===== src/rtl/prnb_pkg.sv =====
package prnb_pkg;

  // Register indexes of the configuration port
  localparam logic [2:0] CFG_WEIGHT_CUBIC   = 3'd0;
  localparam logic [2:0] CFG_WEIGHT_SQUARE  = 3'd1;
  localparam logic [2:0] CFG_WEIGHT_LINEAR  = 3'd2;
  localparam logic [2:0] CFG_EPSILON        = 3'd3;
  localparam logic [2:0] CFG_INVERSE_LENGTH = 3'd4;

  // Input opcodes
  localparam logic OPC_ACCUM = 1'b0;
  localparam logic OPC_GRAD  = 1'b1;

  localparam int SH_W = 6;

  typedef struct packed {
    logic               opcode;
    logic signed [15:0] x_value;
    logic signed [15:0] grad_in;
    logic               end_of_row;
  } in_item_t;

  typedef struct packed {
    logic signed [31:0] grad_x;
    logic signed [31:0] grad_w_cubic;
    logic signed [31:0] grad_w_square;
    logic signed [31:0] grad_w_linear;
    logic signed [31:0] grad_bias;
    logic               last;
  } out_item_t;

  // Operand sources of the shared multiplier
  typedef enum logic [4:0] {
    SRC_ONE, SRC_X, SRC_G, SRC_X2, SRC_X3, SRC_X2X, SRC_X3X2, SRC_PW, SRC_MX, SRC_N,
    SRC_Y, SRC_C, SRC_CC, SRC_V, SRC_T0, SRC_T1, SRC_W, SRC_GAM, SRC_ALP, SRC_D,
    SRC_INV, SRC_ACC, SRC_SG
  } src_t;

  // Writeback targets of a multiplier result
  typedef enum logic [4:0] {
    DST_X2, DST_X2S, DST_X3, DST_S4, DST_S6, DST_SXG, DST_SX2G, DST_SX3G, DST_V,
    DST_CC, DST_YCMP, DST_T0, DST_T1, DST_GAM, DST_ALP, DST_D, DST_ACC_SET,
    DST_ACC_ADD, DST_GX, DST_DW, DST_DB
  } dst_t;

  typedef struct packed {
    src_t            a_sel;
    src_t            b_sel;
    logic [SH_W-1:0] sh;
    dst_t            dst;
    logic [1:0]      idx;
    logic            last;
  } uop_t;

  typedef struct packed {
    logic       load;
    logic       clr_on_load;
    logic       add_grad;
    logic       start;
    uop_t       uop;
    logic [4:0] bit_idx;
    logic       out_load;
    logic       last;
    logic       clr_sums;
  } dp_cmd_t;

  typedef struct packed {
    logic done;
  } dp_sts_t;

  typedef struct packed {
    logic            start;
    logic [63:0]     a_mag;
    logic [63:0]     b_mag;
    logic            neg;
    logic [SH_W-1:0] sh;
  } mul_req_t;

  typedef struct packed {
    logic         done;
    logic [127:0] prod;
    logic [63:0]  res;
  } mul_rsp_t;

endpackage


===== src/rtl/prnb_ctrl.sv =====
module prnb_ctrl (
  input  logic               clk,
  input  logic               rst_n,
  input  logic               in_valid,
  output logic               in_ready,
  input  prnb_pkg::in_item_t in_data,
  output logic               out_valid,
  input  logic               out_ready,
  output prnb_pkg::dp_cmd_t  cmd,
  input  prnb_pkg::dp_sts_t  sts
);
  import prnb_pkg::*;

  typedef enum logic [1:0] {ST_IDLE, ST_ISSUE, ST_WAIT, ST_DONE} state_t;
  typedef enum logic [2:0] {PH_ACC, PH_SCA, PH_ISQ, PH_SCB, PH_ELEM, PH_FIN} phase_t;

  state_t     state_r;
  phase_t     phase_r;
  logic [3:0] step_r;
  logic [1:0] k_r;
  logic [4:0] bit_r;
  logic       sub_r;
  logic       eor_r;
  logic       ready_r;
  logic       out_valid_r;

  uop_t       uop;
  logic       accept, out_free;

  function automatic uop_t mk(src_t a, src_t b, logic [SH_W-1:0] sh, dst_t d,
                              logic [1:0] idx, logic last);
    uop_t u;
    u.a_sel = a;
    u.b_sel = b;
    u.sh    = sh;
    u.dst   = d;
    u.idx   = idx;
    u.last  = last;
    return u;
  endfunction

  // Micro-program: one multiply per step
  function automatic uop_t prog(phase_t ph, logic [3:0] st, logic sb);
    uop_t u;
    u = mk(SRC_ACC, SRC_ONE, 6'd8, DST_GX, 2'd0, 1'b1);
    case (ph)
      PH_ACC: begin
        case (st)
          4'd0:    u = mk(SRC_X,  SRC_X,  6'd0,  DST_X2S,  2'd0, 1'b0);
          4'd1:    u = mk(SRC_X2, SRC_X,  6'd0,  DST_X3,   2'd0, 1'b0);
          4'd2:    u = mk(SRC_X2, SRC_X2, 6'd24, DST_S4,   2'd0, 1'b0);
          4'd3:    u = mk(SRC_X3, SRC_X3, 6'd48, DST_S6,   2'd0, 1'b0);
          4'd4:    u = mk(SRC_X,  SRC_G,  6'd0,  DST_SXG,  2'd0, 1'b0);
          4'd5:    u = mk(SRC_X2, SRC_G,  6'd12, DST_SX2G, 2'd0, 1'b0);
          default: u = mk(SRC_X3, SRC_G,  6'd24, DST_SX3G, 2'd0, 1'b1);
        endcase
      end
      PH_SCA: u = mk(SRC_PW, SRC_N, 6'd8, DST_V, 2'd0, 1'b1);
      PH_ISQ: begin
        if (!sb) begin
          u = mk(SRC_C, SRC_C, 6'd0, DST_CC, 2'd0, 1'b0);
        end else begin
          u = mk(SRC_CC, SRC_V, 6'd0, DST_YCMP, 2'd0, 1'b0);
        end
      end
      PH_SCB: begin
        case (st)
          4'd0:    u = mk(SRC_Y,  SRC_Y,  6'd8,  DST_T0,  2'd0, 1'b0);
          4'd1:    u = mk(SRC_MX, SRC_N,  6'd16, DST_T1,  2'd0, 1'b0);
          4'd2:    u = mk(SRC_T0, SRC_T1, 6'd40, DST_GAM, 2'd0, 1'b0);
          default: u = mk(SRC_W,  SRC_Y,  6'd16, DST_ALP, 2'd0, 1'b1);
        endcase
      end
      PH_ELEM: begin
        case (st)
          4'd0:    u = mk(SRC_X,   SRC_X,    6'd0,  DST_X2,      2'd0, 1'b0);
          4'd1:    u = mk(SRC_X2,  SRC_X,    6'd0,  DST_X3,      2'd0, 1'b0);
          4'd2:    u = mk(SRC_GAM, SRC_X,    6'd4,  DST_D,       2'd0, 1'b0);
          4'd3:    u = mk(SRC_GAM, SRC_X2,   6'd16, DST_D,       2'd1, 1'b0);
          4'd4:    u = mk(SRC_GAM, SRC_X3,   6'd28, DST_D,       2'd2, 1'b0);
          4'd5:    u = mk(SRC_ALP, SRC_D,    6'd16, DST_ACC_SET, 2'd0, 1'b0);
          4'd6:    u = mk(SRC_ALP, SRC_D,    6'd16, DST_T0,      2'd1, 1'b0);
          4'd7:    u = mk(SRC_T0,  SRC_X2X,  6'd12, DST_ACC_ADD, 2'd0, 1'b0);
          4'd8:    u = mk(SRC_ALP, SRC_D,    6'd16, DST_T0,      2'd2, 1'b0);
          4'd9:    u = mk(SRC_T0,  SRC_X3X2, 6'd24, DST_ACC_ADD, 2'd0, 1'b0);
          default: u = mk(SRC_ACC, SRC_ONE,  6'd8,  DST_GX,      2'd0, 1'b1);
        endcase
      end
      PH_FIN: begin
        case (st)
          4'd0:    u = mk(SRC_MX, SRC_INV, 6'd28, DST_DW, 2'd2, 1'b0);
          4'd1:    u = mk(SRC_MX, SRC_INV, 6'd28, DST_DW, 2'd1, 1'b0);
          4'd2:    u = mk(SRC_MX, SRC_INV, 6'd28, DST_DW, 2'd0, 1'b0);
          default: u = mk(SRC_SG, SRC_ONE, 6'd8,  DST_DB, 2'd0, 1'b1);
        endcase
      end
      default: ;
    endcase
    return u;
  endfunction

  // Decode the current step and drive the datapath
  always_comb begin
    uop = prog(phase_r, step_r, sub_r);
    if (phase_r == PH_SCA || phase_r == PH_SCB) begin
      uop.idx = k_r;
    end
    in_ready         = (state_r == ST_IDLE);
    accept           = in_valid && in_ready;
    out_free         = !out_valid_r || out_ready;
    cmd.load         = accept;
    cmd.clr_on_load  = accept && (in_data.opcode == OPC_ACCUM) && ready_r;
    cmd.add_grad     = accept && (in_data.opcode == OPC_ACCUM);
    cmd.start        = (state_r == ST_ISSUE);
    cmd.uop          = uop;
    cmd.bit_idx      = bit_r;
    cmd.out_load     = (state_r == ST_DONE) && out_free;
    cmd.last         = eor_r;
    cmd.clr_sums     = cmd.out_load && eor_r;
  end

  // Sequence items through the micro-program
  always_ff @(posedge clk) begin
    if (!rst_n) begin
      state_r     <= ST_IDLE;
      phase_r     <= PH_ACC;
      step_r      <= '0;
      k_r         <= '0;
      bit_r       <= '0;
      sub_r       <= 1'b0;
      eor_r       <= 1'b0;
      ready_r     <= 1'b0;
      out_valid_r <= 1'b0;
    end else begin
      if (out_valid_r && out_ready) begin
        out_valid_r <= 1'b0;
      end
      case (state_r)
        ST_IDLE: begin
          if (accept) begin
            eor_r   <= in_data.end_of_row;
            step_r  <= '0;
            k_r     <= '0;
            state_r <= ST_ISSUE;
            if (in_data.opcode == OPC_ACCUM) begin
              ready_r <= 1'b0;
              phase_r <= PH_ACC;
            end else begin
              phase_r <= ready_r ? PH_ELEM : PH_SCA;
            end
          end
        end
        ST_ISSUE: state_r <= ST_WAIT;
        ST_WAIT: begin
          if (sts.done) begin
            state_r <= ST_ISSUE;
            step_r  <= step_r + 4'd1;
            case (phase_r)
              PH_ACC: begin
                if (uop.last) begin
                  state_r <= ST_IDLE;
                end
              end
              PH_SCA: begin
                phase_r <= PH_ISQ;
                bit_r   <= 5'd31;
                sub_r   <= 1'b0;
              end
              PH_ISQ: begin
                if (!sub_r) begin
                  sub_r <= 1'b1;
                end else if (bit_r == 5'd0) begin
                  phase_r <= PH_SCB;
                  step_r  <= '0;
                end else begin
                  bit_r <= bit_r - 5'd1;
                  sub_r <= 1'b0;
                end
              end
              PH_SCB: begin
                if (uop.last) begin
                  step_r <= '0;
                  if (k_r == 2'd2) begin
                    ready_r <= 1'b1;
                    phase_r <= PH_ELEM;
                  end else begin
                    k_r     <= k_r + 2'd1;
                    phase_r <= PH_SCA;
                  end
                end
              end
              PH_ELEM: begin
                if (uop.last) begin
                  step_r <= '0;
                  if (eor_r) begin
                    phase_r <= PH_FIN;
                  end else begin
                    state_r <= ST_DONE;
                  end
                end
              end
              PH_FIN: begin
                if (uop.last) begin
                  state_r <= ST_DONE;
                end
              end
              default: state_r <= ST_IDLE;
            endcase
          end
        end
        ST_DONE: begin
          if (out_free) begin
            out_valid_r <= 1'b1;
            state_r     <= ST_IDLE;
            if (eor_r) begin
              ready_r <= 1'b0;
            end
          end
        end
        default: state_r <= ST_IDLE;
      endcase
    end
  end

  assign out_valid = out_valid_r;

`ifndef SYNTHESIS
  a_done_in_wait: assert property (@(posedge clk) disable iff (!rst_n)
    sts.done |-> (state_r == ST_WAIT))
    else $error("multiplier result outside wait state");

  a_elem_needs_scalars: assert property (@(posedge clk) disable iff (!rst_n)
    (state_r != ST_IDLE && (phase_r == PH_ELEM || phase_r == PH_FIN)) |-> ready_r)
    else $error("gradient step without row scalars");

  a_ready_from_scalars: assert property (@(posedge clk) disable iff (!rst_n)
    $rose(ready_r) |-> $past(phase_r == PH_SCB))
    else $error("row scalars marked ready outside scalar pass");

  a_no_overwrite: assert property (@(posedge clk) disable iff (!rst_n)
    cmd.out_load |-> (!out_valid_r || out_ready))
    else $error("result register overwritten");

  a_bit_stable: assert property (@(posedge clk) disable iff (!rst_n)
    (state_r == ST_WAIT && !sts.done) |=> $stable(bit_r))
    else $error("square root bit moved during operation");
`endif

endmodule


===== config.mk =====
export PLATFORM = sky130hd
export DESIGN_NAME = prnb_ctrl
export DESIGN_NICKNAME = d
export VERILOG_FILES = /design/src/rtl/prnb_pkg.sv /design/src/rtl/prnb_ctrl.sv
export SDC_FILE = /design/constraint.sdc
export NUM_CORES = 1
export LEC_CHECK = 0
export BUFFER_PORTS_ARGS = -buffer_cell sky130_fd_sc_hd__buf_2
export CAP_MARGIN = 0
export CORE_ASPECT_RATIO = 0.6
export CORE_MARGIN = 2
export CORE_UTILIZATION = 50
export CTS_CLUSTER_DIAMETER = 100
export CTS_CLUSTER_SIZE = 25
export DETAILED_ROUTE_END_ITERATION = 10
export PLACE_DENSITY = 0.78
export SETUP_SLACK_MARGIN = 0.1
export SLEW_MARGIN = 20
export SYNTH_ARGS = -nofsm -noshare
export SYNTH_HDL_FRONTEND = slang
export SYNTH_SLANG_ARGS = --single-unit

===== constraint.sdc =====
create_clock -name clk -period 6 [get_ports clk]
set_clock_uncertainty 0.05 [all_clocks]
set_input_delay 0.6 -clock clk [delete_from_list [all_inputs] [get_ports clk]]
set_output_delay 0.6 -clock clk [all_outputs]
set_load 0.03 [all_outputs]

==> results of run 1 <==
-- kinds of logic (layout without fill, tap and decap cells) --
family | after synthesis | in the layout | share of synthesized area (%)
AOI/OAI and AO/OA | 145 | 145 | 35.2
other | 1 | 2 | 0.130
buffers and inverters | 48 | 69 | 6.88
DFF | 40 | 40 | 27.9
xor gates and xnor gates | 3 | 3 | 0.914
muxes | 2 | 2 | 0.696
adders and majority gates | 13 | 13 | 5.66
and+or+nand+nor | 131 | 131 | 22.7
-- worst max-delay path, delay by kind of cell, from the launching register on --
kind                       cells  cell delay (ns)
and+or+nand+nor                3             0.84
buffers and inverters          1             0.11
AOI/OAI and AO/OA              4             1.14
DFF                            1             0.39
adders and majority gates      2             0.73
-- where the power goes --
part | internal [mW] | switching (mW)
logic | 0.0543 | 0.132
clock network | 0.102 | 0.0939
registers | 0.271 | 0.0164
total | 0.428 | 0.242
-- worst paths after layout --
path                                              from                   end  slack, ns  cells past startpoint
worst max register to register  step_r[0]$_SDFFE_PN0P_              register       2.61                     10
worst min-delay path              out_valid$_SDFF_PN0_  out_valid$_SDFF_PN0_       0.45                      2
worst min register to register    out_valid$_SDFF_PN0_  out_valid$_SDFF_PN0_       0.45                      2
worst max-delay path            step_r[0]$_SDFFE_PN0P_              register       2.61                     10
-- layer usage --
metal | vias up | part of all wire (%) | GRT usage, %
met4 | 0 | 1.0 | 5.50
met1 | 1403 | 48 | 42.1
met3 | 14 | 13 | 8.39
met2 | 181 | 38 | 34.5
li1 | 1430 | - | -
met5 | - | 0 | 0
-- placed cells by master (no fill, tap or decap), types with 3 or more instances in the layout --
cell type / synthesis / routed
o21ai_0: 22 / 22
nand2_1: 37 / 37
inv_1: 16 / 16
a21o_1: 5 / 5
nor2b_1: 3 / 3
nor2_1: 39 / 39
buf_2: 2 / 42
nand3b_1: 3 / 3
buf_4: 4 / 3
clkbuf_8: 0 / 7
nand2b_1: 6 / 6
a22oi_1: 4 / 4
a31oi_1: 8 / 8
and2_1: 6 / 6
o21a_1: 8 / 8
o2bb2ai_1: 5 / 5
o221ai_1: 3 / 3
o31ai_1: 4 / 4
a21oi_1: 34 / 34
ha_1: 13 / 13
o21ai_1: 6 / 6
a32o_1: 3 / 3
nor3_1: 16 / 16
a221oi_1: 3 / 3
o211ai_1: 3 / 3
a211oi_1: 7 / 7
dfxtp_1: 40 / 40
a22o_1: 4 / 4
or3_1: 3 / 3
-- layout make-up --
cell class,instances,area (sq um)
tap,80,100
timing repair buffer,45,233
fill,562,2400
clock buffer,7,96.3
inverter,17,63.8
multi-input combinational,296,1880
sequential,40,801
-- through the flow --
stage | power (mW) | hold WS (ns)
after floorplan | 0.428 | 0.433
after global placement | 0.471 | 0.433
after detailed placement | 0.475 | 0.444
after CTS | 0.668 | 0.457
after global routing | 0.697 | 0.487
final | 0.670 | 0.449
==> summary.txt, run 1 <==
Outcome
  • Status: completed

Setup path
  • CP max stage cell: or3_4
  • Worst Setup Start Kind: register
  • Worst EP arrival: 3.51 ns
  • Critical path required time: 6.12 ns
  • Slowest stage delay, CP: 0.45 ns
  • CP Cell Sequence: inv_1 > ha_1 > or3_4 > a31oi_2 > nand2_1 > a31o_2 > and2_1 > ha_1 > o21a_1 > o21a_1
  • Crit path capture type: register
  • Crit Path Category: register to register
  • Worst-path maximum fanout: 11

Yosys
  • Synth top area share: 27.9%
  • Post-synth EDFFs: 0
  • Seq/Total Area, Yosys: 27.9%
  • Cells after synthesis: 383
  • Ys flop type: dfxtp_1
  • Mapped Area: 2880 sq um
  • Flops & latches, synth: 40
  • Post-synth ARST share: 0%
  • Yosys top cell by area: dfxtp_1
  • Syn Area/Cell: 7.51 sq um
  • Synth cell types: 71
  • Top cells by area, synth: dfxtp_1, a21oi_1, ha_1
  • Syn. warnings: 0
  • Cell with the most instances after synthesis: dfxtp_1
  • Post-synth top cells: dfxtp_1, nor2_1, nand2_1

Drt
  • DR vias: 3,028
  • Routed wire length: 8540 um
  • DR vias/cell: 6.24
  • Starting DRT DRC Count: 276
  • DRT antenna net count: 0
  • WL per Instance: 17.6 um
  • Drt first pass iters: 5
  • DRC: 0

GRT
  • Vias in the first global route: 2,617
  • Initial antenna violation count: 1
  • Global-route usage over all layers: 26.6%
  • First-pass GRT wire length: 13,400 um
  • GRT Residual Overflow: 0
  • Largest net degree at the start of global routing: 36

Cells and area
  • Area grow syn2layout: 10.4%
  • Share of cells above drive strength 1: 16.5%
  • Finished Core Util: 57.0%
  • # nets final: 457
  • Final Non-Filler Cells: 485
  • Final instance area: 3170 sq um
  • Diodes inserted: 0

Timing
  • Hold Vio Cnt, Final: 0
  • Max Fclk: 0.295 GHz
  • Fin Setup TNS: 0 ns
  • Setup ws final: 2.61 ns
  • Slew headroom: 45.3%
  • Unrepaired setup endpoints after global routing: no
  • Slew @ Worst Pin: 0.820 ns
  • Setup violation total in the final timing report: 0
  • Tcrit/Tclk final: 56.6%
  • Final min period: 3.39 ns
  • Pins over their slew limit: 0

Floorplan
  • Row Count: 21
  • # IOs: 77
  • Die boundary height: 62.7 um
  • Die Wd: 102 um
  • Initial Utilization: 51.6%
  • DIE AREA: 6390 sq um
  • Core area: 5570 sq um

Clock network
  • Root Driver: clkbuf_8
  • Clock sinks: 40
  • Clock transition at path regs: 0.08 ns
  • H-Tree Depth: 2
  • Clock buffer count from CTS: 5
  • Hold buffer count at cts: 0
  • Worst-Skew Late Latency: 0.30 ns
  • CTS Buffer Depth: 2
  • CTS tree: yes
  • Post-cts repair resize count: 0
  • Post-CTS setup buffer count: 0

Placed design
  • Pre-CTS setup slack: 2.67 ns
  • Post-DP HPWL: 6250 um
  • Area post-placement: 3080 sq um
  • Dpl cells: 478
  • Input/output buffers: 42
  • Final GP Congestion: 0.961

Pwr
  • Leakage dissipation: 1.32 nW
  • Max IR drop VDD: 0.0957 mV
  • Power density over the cells: 211 nW/um^2

Flow run
  • Maxcap violations: 0

Min path
  • Worst Hold Class: register to register
(Power assumes the default switching activity.)
==> run 2, diff against run 1 <==
- ABC_AREA: unset -> 1
- PLACE_DENSITY: 0.78 -> 0.79
- clock period: 6 -> 3.15 ns (I/O delays scaled with it)
==> run 2 against run 1 <==
Fmax grew 19%. Sequential power is 98% higher. Combinational power increased to 3.8 times the previous value. Utilization grew 4.0 points. Via count is 7.0% lower. First-iteration DRC count shrank 14%. Total power rose to 2.7 times the previous value. Clock power increased to 2.6 times the previous value. Worst hold slack got worse by 0.20 ns. Final cell count rose by 4.9%. Largest cell class unchanged. Largest power group is now combinational logic.
==> summary.txt, run 2 <==
Cells and area
  • # nets final: 495
  • Commonest non-fill, non-tap cells in the layout: nand2_1, inv_1, buf_2
  • Diodes inserted: 0
  • Finished Core Util: 61.0%
  • Area grow syn2layout: 16.3%
  • Commonest non-fill, non-tap cell in the layout: nand2_1
  • Share of cells above drive strength 1: 23.0%

Drt
  • Drt first pass iters: 5
  • Routed wire length: 7870 um
  • DRC: 0
  • Starting DRT DRC Count: 238
  • WL per Instance: 15.5 um
  • DR vias/cell: 5.53
  • DR vias: 2,816
  • DRT antenna net count: 0

Timing
  • Slew @ Worst Pin: 0.593 ns
  • Tcrit/Tclk final: 90.8%
  • Slew headroom: 60.1%
  • Final min period: 2.86 ns
  • Pins over their slew limit: 0
  • Hold Vio Cnt, Final: 0
  • Setup violation total in the final timing report: 0
  • Unrepaired setup endpoints after global routing: no
  • Setup ws final: 0.290 ns
  • Fin Setup TNS: 0 ns
  • Max Fclk: 0.350 GHz

Pwr
  • Max IR drop VDD: 0.302 mV
  • Leakage dissipation: 1.63 nW
  • Final Power: 1.78 mW
  • Power density over the cells: 572 nW/um^2

Min path
  • Hold endpoint: out_valid$_SDFF_PN0_
  • Worst Hold Depth: 4
  • Hold_sp: out_ready
  • Worst Hold Class: input pin to register

GRT
  • GRT Residual Overflow: 0
  • Vias in the first global route: 2,488
  • Largest net degree at the start of global routing: 18
  • First-pass GRT wire length: 12,400 um
  • Global-route usage over all layers: 27.0%
  • Initial antenna violation count: 0

Floorplan
  • Die Wd: 98.5 um
  • Row Count: 20
  • Die boundary height: 60.7 um
  • DIE AREA: 5980 sq um
  • Initial Utilization: 52.5%
  • # IOs: 77
  • Core area: 5100 sq um

Yosys
  • Post-synth ARST share: 0%
  • Largest family of logic cells by synthesized area: simple AND/OR/NAND/NOR gates
  • Post-synthesis adder-cell area fraction: 6.07%
  • Post-synth top cells: nand2_1, inv_1, dfxtp_1
  • Top cells by area, synth: dfxtp_1, nand2_1, inv_1
  • Cell with the most instances after synthesis: nand2_1
  • Syn. warnings: 0
  • Complex-gate fraction of the synthesized area: 15.7%
  • Ys flop type: dfxtp_1
  • Syn Area/Cell: 6.78 sq um
  • Yosys top cell by area: dfxtp_1
  • Flops & latches, synth: 40
  • Synth cell types: 42
  • Synth top area share: 29.9%
  • Post-synth EDFFs: 0
  • Mapped Area: 2680 sq um
  • XOR/XNOR Fraction of Synth Area: 0.654%
  • Mux share of post-synthesis cell area: 0%
  • Synth Area in Simple Gates: 36.7%
  • Seq/Total Area, Yosys: 29.9%
  • Cells after synthesis: 395

Clock network
  • Root Driver: clkbuf_8
  • CTS tree: yes
  • H-Tree Depth: 2
  • CTS Buffer Depth: 2
  • Clock buffer count from CTS: 5
  • Clock transition at path regs: 0.09 ns
  • Worst-Skew Late Latency: 0.30 ns
  • Hold buffer count at cts: 0
  • Clock sinks: 40

Setup path
  • Critical path required time: 3.33 ns
  • Crit Path Category: register to register
  • CP max stage cell: dfxtp_2
  • CP bufs+invs: 2
  • Register-to-Register Path Depth: 15
  • Slowest stage delay, CP: 0.40 ns
  • CP Cell Sequence: inv_2 > ha_2 > o21ai_4 > nand3_2 > nand2_1 > inv_1 > nand4_1 > nand2_2 > a21oi_1 > nor2_1 > ha_1 > nand3b_1 > nand2_1 > nand2_1 > nand2_1
  • Worst Setup Start Kind: register
  • Worst reg2reg setup slack: 0.29 ns
  • Worst EP arrival: 3.04 ns
  • Reg2reg start: step_r[0]$_SDFFE_PN0P_
  • Crit. path cell count: 15
  • Crit path capture type: register
  • Worst-path maximum fanout: 6
  • Top cell family by delay on the critical path: simple AND/OR/NAND/NOR gates
  • Most used cell, CP: nand2_1

Placed design
  • Post-DP HPWL: 6140 um
  • Input/output buffers: 42
  • Final GP Congestion: 0.963
  • Pre-CTS setup slack: 0.242 ns

Outcome
  • Status: completed

Flow run
  • Maxcap violations: 0
-- run 2: tightest hold or removal path, cell delays in order --
cell     delay (ns)
buf_2          0.08
nor2_1         0.05
inv_1          0.06
a21oi_1        0.05
-- run 2: cell families after synthesis --
family                   Yosys count
XOR/XNOR                           2
flip-flops                        40
other                              1
AO/OA/AOI/OAI                     67
buffers and inverters             68
adder cells (fa/ha/maj)           13
AND/OR/NAND/NOR                  204
-- run 2: area by class of cell --
class,count,area (sq um)
sequential,40,803
inverter,56,213
timing repair buffer,52,285
multi-input combinational,288,1600
clock inverter,2,60.1
clock buffer,5,68.8
fill,497,1990
tap,66,82.6
-- run 2: routing by layer --
| layer | global-route usage (%) | up-vias | wire length [um] |
|---|---|---|---|
| met2 | 37.0 | 150 | 3130 |
| li1 | - | 1378 | - |
| met4 | 7.44 | 0 | 82 |
| met5 | 0 | - | 0 |
| met1 | 41.7 | 1276 | 3780 |
| met3 | 6.45 | 12 | 880 |
-- run 2: report_power, final --
part / internal, mW / leakage (nW) / total (mW) / switching [mW]
clock: 0.312 / 0.0642 / 0.505 / 0.193
combinational: 0.206 / 1.24 / 0.707 / 0.500
sequential: 0.536 / 0.325 / 0.569 / 0.0329
-- run 2: worst max-delay path by stage --
stage                                      start        to  slack, ns
after detailed placement  step_r[0]$_SDFFE_PN0P_  register       0.24
after floorplan            bit_r[0]$_SDFFE_PN0P_  register       0.63
after CTS                 step_r[0]$_SDFFE_PN0P_  register       0.19
after global placement    step_r[0]$_SDFFE_PN0P_  register       0.25
final                     step_r[0]$_SDFFE_PN0P_  register       0.29
after global routing      step_r[2]$_SDFFE_PN0P_  register       0.08
-- run 2: per-stage QoR --
step / std cells / cell area, sq um / hold slack, ns
2_1_floorplan: 396 / 2680 / 0.422
3_3_place_gp: 498 / 2940 / 0.428
3_5_place_dp: 498 / 2940 / 0.434
4_1_cts: 505 / 3070 / 0.246
5_1_grt: 509 / 3110 / 0.260
6_report: 509 / 3110 / 0.248
-- run 2: timing repair --
| action | 4_1_cts | 5_1_grt |
|---|---|---|
| buffers inserted | 0 | 4 |
| resized for setup | 0 | 7 |
| endpoints found under the setup margin | 0 | 8 |
